**src/sv/srlm_pkg.sv**
```systemverilog
// Shared types and constants for the stereo RMS level meter.
package srlm_pkg;

  // Defaults for the configuration registers after reset.
  localparam logic [15:0] KEEP_RESET       = 16'd60948;
  localparam logic [15:0] FULL_SCALE_RESET = 16'd11141;

  // Frame count at which accumulation stops.
  localparam int MAX_FRAMES_DEF = 1024;

  // Configuration port.
  localparam int CFG_INDEX_W = 4;
  localparam int CFG_DATA_W  = 16;
  localparam logic [CFG_INDEX_W-1:0] REG_SMOOTHING_KEEP   = CFG_INDEX_W'(0);
  localparam logic [CFG_INDEX_W-1:0] REG_FULL_SCALE_LEVEL = CFG_INDEX_W'(1);

  // Datapath widths fixed by the arithmetic.
  localparam int SUM_W  = 40;  // saturating sum of squares
  localparam int PROD_W = 34;  // shared 17 x 17 multiplier
  localparam int REM_W  = 20;  // partial remainder of the shared subtract unit
  localparam int SRC_W  = 32;  // bits still to be shifted into the remainder
  localparam int RES_W  = 31;  // quotient or root being built
  localparam int STEP_W = 5;

  // Iteration counts, minus one, for the three serial operations.
  localparam logic [STEP_W-1:0] RMS_DIV_LAST  = STEP_W'(30);
  localparam logic [STEP_W-1:0] SQRT_LAST     = STEP_W'(15);
  localparam logic [STEP_W-1:0] VOL_DIV_LAST  = STEP_W'(15);

  typedef enum logic [3:0] {
    ST_IDLE,
    ST_SQ_LEFT,
    ST_SQ_RIGHT,
    ST_SQ_ADD,
    ST_RMS_START,
    ST_DIV_RMS,
    ST_SQRT,
    ST_MUL_OLD,
    ST_MUL_NEW,
    ST_MUL_SUM,
    ST_VOL_START,
    ST_DIV_VOL,
    ST_EMIT
  } state_t;

endpackage

```
**src/sv/stereo_rms_level_meter_core.sv**
```systemverilog
// Stereo RMS level meter: accumulation, serial divide and root, smoothing, scaling.
//
// Input channel (in_valid / in_stall) carries one stereo frame per item:
// left_sample, right_sample (Q1.15) and end_of_buffer. Each sample is halved,
// squared and added into a saturating 40 bit sum; frames are counted up to
// MAX_FRAMES, after which further frames only have their end mark obeyed.
// The two squares of a frame are formed one after the other, since both
// go through one shared multiplier, and no new frame is taken meanwhile.
// On a frame marked end_of_buffer the block works out the RMS, the smoothed
// level and the scaled volume with one shared subtract unit and the same
// multiplier: 31 divide steps, 16 root steps, the multiplies of the old level
// and the new root by their weights, their sum, and up to 16 more divide steps,
// none when the volume clamps; the squaring is skipped once the count is full.
// in_stall stays high from acceptance until the result is loaded for output.
// The output channel (out_valid / out_stall) has its own result register, so a
// stalled result does not block new frames; a following end frame waits in
// its last step until the earlier result is taken.
// Reset (rst, synchronous) clears the sum, the count and the level, loads the
// register defaults and drops out_valid. Configuration is to be written through
// cfg_write / cfg_index / cfg_data while the block is idle; the block does not enforce this.
module stereo_rms_level_meter_core #(
  parameter int MAX_FRAMES = srlm_pkg::MAX_FRAMES_DEF
) (
  input  logic                               clk,
  input  logic                               rst,
  input  logic                               cfg_write,
  input  logic [srlm_pkg::CFG_INDEX_W-1:0]   cfg_index,
  input  logic [srlm_pkg::CFG_DATA_W-1:0]    cfg_data,
  input  logic                               in_valid,
  output logic                               in_stall,
  input  logic signed [15:0]                 left_sample,
  input  logic signed [15:0]                 right_sample,
  input  logic                               end_of_buffer,
  output logic                               out_valid,
  input  logic                               out_stall,
  output logic [15:0]                        smoothed_level,
  output logic [15:0]                        scaled_volume
);
  import srlm_pkg::*;

  localparam int FC_W = $clog2(MAX_FRAMES + 1);

  state_t state, state_next;

  logic [15:0]        keep;
  logic [15:0]        full_scale;
  logic [SUM_W-1:0]   square_sum;
  logic [FC_W-1:0]    frame_count;
  logic [15:0]        level;

  logic [14:0]        left_mag, right_mag;
  logic               eob;
  logic [PROD_W-1:0]  prod_q;
  logic [31:0]        acc;
  logic [REM_W-1:0]   rem;
  logic [SRC_W-1:0]   src;
  logic [RES_W-1:0]   res;
  logic [STEP_W-1:0]  step;
  logic [15:0]        volume;

  logic               in_accept, out_take, load_out, count_open;
  logic signed [15:0] half_left, half_right, mag_left, mag_right;
  logic [16:0]        mul_a, mul_b;
  logic [PROD_W-1:0]  product;
  logic [SUM_W:0]     sum_add;
  logic [32:0]        level_sum;
  logic [21:0]        shifted, operand;
  logic [22:0]        diff;
  logic               fits;

  assign in_accept  = in_valid && !in_stall;
  assign out_take   = out_valid && !out_stall;
  assign count_open = frame_count < FC_W'(MAX_FRAMES);

  // Halve with an arithmetic shift; the magnitude of a halved sample fits 15 bits.
  assign half_left  = left_sample >>> 1;
  assign half_right = right_sample >>> 1;
  assign mag_left   = half_left[15] ? -half_left : half_left;
  assign mag_right  = half_right[15] ? -half_right : half_right;

  // Shared multiplier.
  always_comb begin
    unique case (state)
      ST_SQ_LEFT: begin
        mul_a = {2'b00, left_mag};
        mul_b = {2'b00, left_mag};
      end
      ST_SQ_RIGHT: begin
        mul_a = {2'b00, right_mag};
        mul_b = {2'b00, right_mag};
      end
      ST_MUL_OLD: begin
        mul_a = {1'b0, level};
        mul_b = {1'b0, keep};
      end
      ST_MUL_NEW: begin
        mul_a = {1'b0, res[15:0]};
        mul_b = 17'h10000 - {1'b0, keep};
      end
      default: begin
        mul_a = '0;
        mul_b = '0;
      end
    endcase
  end
  assign product   = mul_a * mul_b;
  assign sum_add   = {1'b0, square_sum} + {{(SUM_W + 1 - PROD_W){1'b0}}, prod_q};
  assign level_sum = {1'b0, acc} + {1'b0, prod_q[31:0]};

  // Shared trial subtract: one quotient bit or one root bit per cycle.
  always_comb begin
    if (state == ST_SQRT) begin
      shifted = {rem, src[SRC_W-1 -: 2]};
      operand = {4'b0000, res[15:0], 2'b01};
    end else begin
      shifted = {1'b0, rem, src[SRC_W-1]};
      if (state == ST_DIV_RMS) begin
        operand = 22'(frame_count);
      end else begin
        operand = {6'b000000, full_scale};
      end
    end
    diff = {1'b0, shifted} - {1'b0, operand};
    fits = !diff[22];
  end

  // Sequencer.
  always_ff @(posedge clk) begin
    if (rst) begin
      state <= ST_IDLE;
    end else begin
      state <= state_next;
    end
  end

  always_comb begin
    state_next = state;
    in_stall   = rst || (state != ST_IDLE);
    load_out   = 1'b0;
    unique case (state)
      ST_IDLE: begin
        if (in_accept) begin
          if (count_open) begin
            state_next = ST_SQ_LEFT;
          end else if (end_of_buffer) begin
            state_next = ST_RMS_START;
          end
        end
      end
      ST_SQ_LEFT:   state_next = ST_SQ_RIGHT;
      ST_SQ_RIGHT:  state_next = ST_SQ_ADD;
      ST_SQ_ADD:    state_next = eob ? ST_RMS_START : ST_IDLE;
      ST_RMS_START: state_next = ST_DIV_RMS;
      ST_DIV_RMS: begin
        if (step == '0) begin
          state_next = ST_SQRT;
        end
      end
      ST_SQRT: begin
        if (step == '0) begin
          state_next = ST_MUL_OLD;
        end
      end
      ST_MUL_OLD:   state_next = ST_MUL_NEW;
      ST_MUL_NEW:   state_next = ST_MUL_SUM;
      ST_MUL_SUM:   state_next = ST_VOL_START;
      ST_VOL_START: state_next = (level >= full_scale) ? ST_EMIT : ST_DIV_VOL;
      ST_DIV_VOL: begin
        if (step == '0) begin
          state_next = ST_EMIT;
        end
      end
      ST_EMIT: begin
        if (!out_valid || !out_stall) begin
          load_out   = 1'b1;
          state_next = ST_IDLE;
        end
      end
      default: state_next = ST_IDLE;
    endcase
  end

  // Configuration and architectural state.
  always_ff @(posedge clk) begin
    if (rst) begin
      keep        <= KEEP_RESET;
      full_scale  <= FULL_SCALE_RESET;
      square_sum  <= '0;
      frame_count <= '0;
      level       <= '0;
      out_valid   <= 1'b0;
    end else begin
      if (cfg_write) begin
        case (cfg_index)
          REG_SMOOTHING_KEEP:   keep <= cfg_data;
          REG_FULL_SCALE_LEVEL: full_scale <= cfg_data;
          default: ;
        endcase
      end
      // The square sum saturates; adding both squares one after the other
      // saturates exactly when their total would.
      if (state == ST_SQ_RIGHT || state == ST_SQ_ADD) begin
        square_sum <= sum_add[SUM_W] ? '1 : sum_add[SUM_W-1:0];
      end
      if (state == ST_SQ_ADD) begin
        frame_count <= frame_count + FC_W'(1);
      end
      if (state == ST_MUL_SUM) begin
        level <= level_sum[31:16];
      end
      if (load_out) begin
        square_sum  <= '0;
        frame_count <= '0;
        out_valid   <= 1'b1;
      end else if (out_take) begin
        out_valid <= 1'b0;
      end
    end
  end

  // Working registers of the serial datapath.
  always_ff @(posedge clk) begin
    if (in_accept) begin
      left_mag  <= mag_left[14:0];
      right_mag <= mag_right[14:0];
      eob       <= end_of_buffer;
    end
    unique case (state)
      ST_SQ_LEFT, ST_SQ_RIGHT, ST_MUL_OLD, ST_MUL_NEW: begin
        prod_q <= product;
        if (state == ST_MUL_NEW) begin
          acc <= prod_q[31:0];
        end
      end
      ST_RMS_START: begin
        // The quotient of 2*sum by the count stays below 2^31, so the top ten
        // dividend bits already sit below the divisor.
        rem  <= REM_W'(square_sum[SUM_W-1 -: 10]);
        src  <= {square_sum[29:0], 2'b00};
        res  <= '0;
        step <= RMS_DIV_LAST;
      end
      ST_DIV_RMS: begin
        if (step == '0) begin
          // An empty count gives a root of zero.
          src  <= (frame_count == '0) ? '0 : {1'b0, res[RES_W-2:0], fits};
          rem  <= '0;
          res  <= '0;
          step <= SQRT_LAST;
        end else begin
          rem  <= fits ? diff[REM_W-1:0] : shifted[REM_W-1:0];
          src  <= {src[SRC_W-2:0], 1'b0};
          res  <= {res[RES_W-2:0], fits};
          step <= step - STEP_W'(1);
        end
      end
      ST_SQRT: begin
        rem  <= fits ? diff[REM_W-1:0] : shifted[REM_W-1:0];
        src  <= {src[SRC_W-3:0], 2'b00};
        res  <= {res[RES_W-2:0], fits};
        step <= step - STEP_W'(1);
      end
      ST_VOL_START: begin
        // A level at or above full scale clamps; this also covers a zero full scale.
        volume <= 16'hFFFF;
        rem    <= REM_W'(level);
        src    <= '0;
        res    <= '0;
        step   <= VOL_DIV_LAST;
      end
      ST_DIV_VOL: begin
        rem  <= fits ? diff[REM_W-1:0] : shifted[REM_W-1:0];
        res  <= {res[RES_W-2:0], fits};
        step <= step - STEP_W'(1);
        if (step == '0) begin
          volume <= {res[14:0], fits};
        end
      end
      default: ;
    endcase
    if (load_out) begin
      smoothed_level <= level;
      scaled_volume  <= volume;
    end
  end

endmodule

```
**config.mk**
```make
export PLATFORM = sky130hd
export DESIGN_NAME = stereo_rms_level_meter_core
export DESIGN_NICKNAME = d
export VERILOG_FILES = /design/src/sv/srlm_pkg.sv /design/src/sv/stereo_rms_level_meter_core.sv
export SDC_FILE = /design/constraint.sdc
export NUM_CORES = 1
export LEC_CHECK = 0
export BUFFER_PORTS_ARGS = -buffer_cell sky130_fd_sc_hd__buf_4
export CORE_ASPECT_RATIO = 1.2
export CORE_MARGIN = 2
export CORE_UTILIZATION = 54
export DETAILED_ROUTE_END_ITERATION = 7
export PLACE_DENSITY_LB_ADDON = 0.1
export SYNTH_ARGS = -nofsm -noshare
export SYNTH_HDL_FRONTEND = slang
export SYNTH_SLANG_ARGS = --single-unit
export TNS_END_PERCENT = 1
```
**constraint.sdc**
```tcl
create_clock -name clk -period 8.7 [get_ports clk]
set_input_delay 0.435 -clock clk [delete_from_list [all_inputs] [get_ports clk]]
set_output_delay 0.435 -clock clk [all_outputs]
set_load 0.02 [all_outputs]
```
==> flow_summary.toml <==
[placement]
gp_congestion = 0.946
portBuffers = 89
hpwl_um = 65700
placed_cell_area_sq_um = 29100
post-place-cells = 3677

[timing]
finalHoldViolCount = 0
slew_violations = 0
tns_ps = 0
finalSetupViolCount = 0
rsz0062_at_grt = "true"
slew_headroom_pct = 12.4
period_share_pct = 96.0
fin_skew_ps = 32.8
worst_pin_slew_ps = 1310
period_minus_slack_ps = 8350
fmax_mhz = 120

[yosys]
synth-xor-area-share_pct = 3.92
synth_compound_area_share_pct = 14.2
post_synth_num_cell_types = 69
syn_area_per_cell_sq_um = 9.16
synth_cells = 3003
ys_seq_area_share_pct = 32.9
synth_fa_ha_area_share_pct = 25.1
async_reset_ff_share_pct = 0
synthTopCellsByArea = "edfxtp_1 (25%), fa_1 (15%), ha_1 (9.7%), dfxtp_1 (7.6%), nand2_1 (6.2%)"
syn-num-nets = 3485
synth-main-ff-cell = "edfxtp_1"
synth.mux.area_fraction_pct = 0.737
synth_top_family_by_area = "adder cells"
yosys_warnings = 0
synth-simple-area-share_pct = 17.2
ys_ff_latch = 336
synth_edf_count = 232
synth_area_leader_cell = "edfxtp_1"
syn_area_sq_um = 27500
synth_top_area_share_pct = 25.3

[critical_path]
r2r_cells = 25
path_class = "reg -> reg"
critPathMaxFanout = 8
r2r_setup_slack_ps = 350
crit_arrival_ps = 8650
timing.rr.start = "keep[4]$_SDFFE_PP1P_"
crit_required_ps = 9000
end_kind = "flip-flop"
critPathLaunchType = "flip-flop"
r2r_end = "prod_q[30]$_DFFE_PP_"

[pwr]
leakage_nw = 13.2
ir_drop_mv = 0.181
p_per_area_nw_per_um2 = 305

[floorplan]
start_util_pct = 54.6
core_area_sq_um = 50300
die_area_sq_um = 52800
die_h_um = 251
io_pins = 92
placementRows = 90
die_x_um = 210

[cts]
cts_sinks = 336
clk-insertion-delay-late_ps = 560
clk_root_buffer_cell = "clkbuf_16"
clockBufferDepth = 3
htreeDepth = 2
clk_pin_slew_ps = 60
cts_buffers = 37
cts_tree = "built"

[job]
drv_cap = 0

[global_route]
grt_pass1_wl_um = 129000
grt-ovfl-total = 0
grt_max_degree = 59
antenna_found_initial = 1
grt_use_total_pct = 31.9
grt_pass1_vias = 22385

[cells_and_area]
drive_gt1_share_pct = 8.44
synthToLayoutAreaGrowth_pct = 10.6
fin_cells = 3748
design_area_sq_um = 30400
fillers = 4456
n_antenna_cell = 0
layout.nets = 3557

[route]
wl_per_cell_um = 22.3
route.vias.total = 22616
firstDrtPassIters = 6
drc_errors = 0
ant_nets = 0
drt-total-wl_um = 83800
drt-vias-per-instance = 6.03
drt_iter0_drc = 1890

[min_path]
hp-start = "end_of_buffer"
hold_class = "in -> reg"
holdPathEnd = "eob$_DFFE_PP_"
holdPathStages = 1

[status]
outcome = "finished, final reports clean"
-- what timing repair did --
item | 4_1_cts | 5_1_grt
gates resized for setup | 1 | 6
setup buffers | 1 | 1
hold buffers | 0 | 0
setup endpoints to repair | 1 | 4
-- state kept, by name, indices dropped and copies added (netlist names), 20 cells and up --
name,cells
square_sum,40
prod_q,34
acc,32
src,32
res,30
rem,20
-- how the worst max path moves through the flow --
stage	startpoint	to	slack, ps
after floorplan	state[1]$_SDFFE_PP0P_	prod_q[33]$_DFFE_PP_	80
after global placement	keep[4]$_SDFFE_PP1P_	prod_q[28]$_DFFE_PP_	330
after detailed placement	keep[4]$_SDFFE_PP1P_	prod_q[30]$_DFFE_PP_	0.4
after CTS	keep[4]$_SDFFE_PP1P_	prod_q[30]$_DFFE_PP_	40
after global routing	keep[4]$_SDFFE_PP1P_	prod_q[30]$_DFFE_PP_	-10
final	keep[4]$_SDFFE_PP1P_	prod_q[30]$_DFFE_PP_	350
-- power breakdown --
part	switching, mW	total (mW)	internal [mW]
clock network	0.678	1.67	0.990
logic	3.22	5.04	1.82
registers	0.365	2.56	2.20
-- cell usage after synthesis, types with 26 or more instances --
cell	n
a21o_1	65
a21oi_1	198
a221oi_1	37
a22oi_1	35
and2_1	51
clkbuf_1	118
dfxtp_1	104
edfxtp_1	232
fa_1	211
ha_1	213
inv_1	304
nand2_1	456
nand2b_1	31
nand3_1	45
nor2_1	270
nor2b_1	26
nor3_1	50
o21ai_0	131
or3_1	37
xnor2_1	88
xor2_1	35
-- cell families after synthesis --
group | count (synthesis)
buffers and inverters | 430
AND/OR/NAND/NOR | 1056
multiplexers | 20
XOR/XNOR | 123
flip-flops | 336
adder cells (fa/ha/maj) | 424
AO/OA/AOI/OAI | 614
-- per-stage QoR --
stage | utilization [%] | worst slack, ps | hold WS, ps | power (mW)
2_1_floorplan | - | 84.5 | 400 | 5.90
3_3_place_gp | 57.8 | 330 | 401 | 7.46
3_5_place_dp | 57.8 | 0.445 | 405 | 7.56
4_1_cts | 60.3 | 40.2 | 41.7 | 9.25
5_1_grt | 60.4 | -15.0 | 48.4 | 9.90
6_report | 60.4 | 347 | 59.5 | 9.27
-- worst max-delay path: stages, from the launching register on --
cell and delay (ps):
dfxtp_1 380, or4_4 570, or3_4 350, or3_4 390, or3_4 360, or3_4 360, o21ai_2 160, a22o_4 230
nand2_1 90, fa_1 560, fa_1 450, fa_1 530, fa_1 450, fa_1 520, fa_1 550, inv_1 50
ha_1 380, a2111oi_2 360, o21ai_0 150, a31oi_1 200, o21bai_1 100, a41oi_2 230, o21ai_0 160, a41oi_2 260
a21oi_1 110, xor2_1 150
-- cell type report --
class	count	area, sq um	area share [%]
Clock buffer	46	1020	3.36
Clock inverter	22	253	0.831
Inverter	304	1140	3.75
Multi-Input combinational cell	2237	16900	55.7
Sequential cell	336	9050	29.8
Tap cell	644	806	2.65
Timing Repair Buffer	159	1190	3.93
-- routing by layer --
layer | vias to the layer above | GRT usage [%] | share of wire [%]
li1 | 10444 | - | -
met1 | 11177 | 38.7 | 38
met2 | 763 | 56.6 | 51
met3 | 232 | 3.32 | 5.4
met4 | 0 | 15.8 | 5.7
met5 | - | 0 | 0
-- cells in the final DEF, fill, tap and decap left out, drive strengths merged, types with 9 or more instances in the layout --
master / instances
nand3: 45
a211oi: 15
a221o: 10
mux2i: 18
o211ai: 12
clkbuf: 46
ha: 213
nor2: 270
o221ai: 10
nand4: 20
and3: 20
or3: 41
nand3b: 18
buf: 159
a21o: 65
xor2: 35
fa: 211
a21oi: 198
edfxtp: 232
o31ai: 9
clkinv: 13
a221oi: 37
a22oi: 35
nor2b: 26
o21a: 9
inv: 307
o21ai: 132
nor3: 50
nand2: 456
a31oi: 11
or2: 9
xnor2: 88
nand2b: 31
dfxtp: 104
o22ai: 13
and2: 52
No activity file was read; power rests on OpenSTA's default activity.
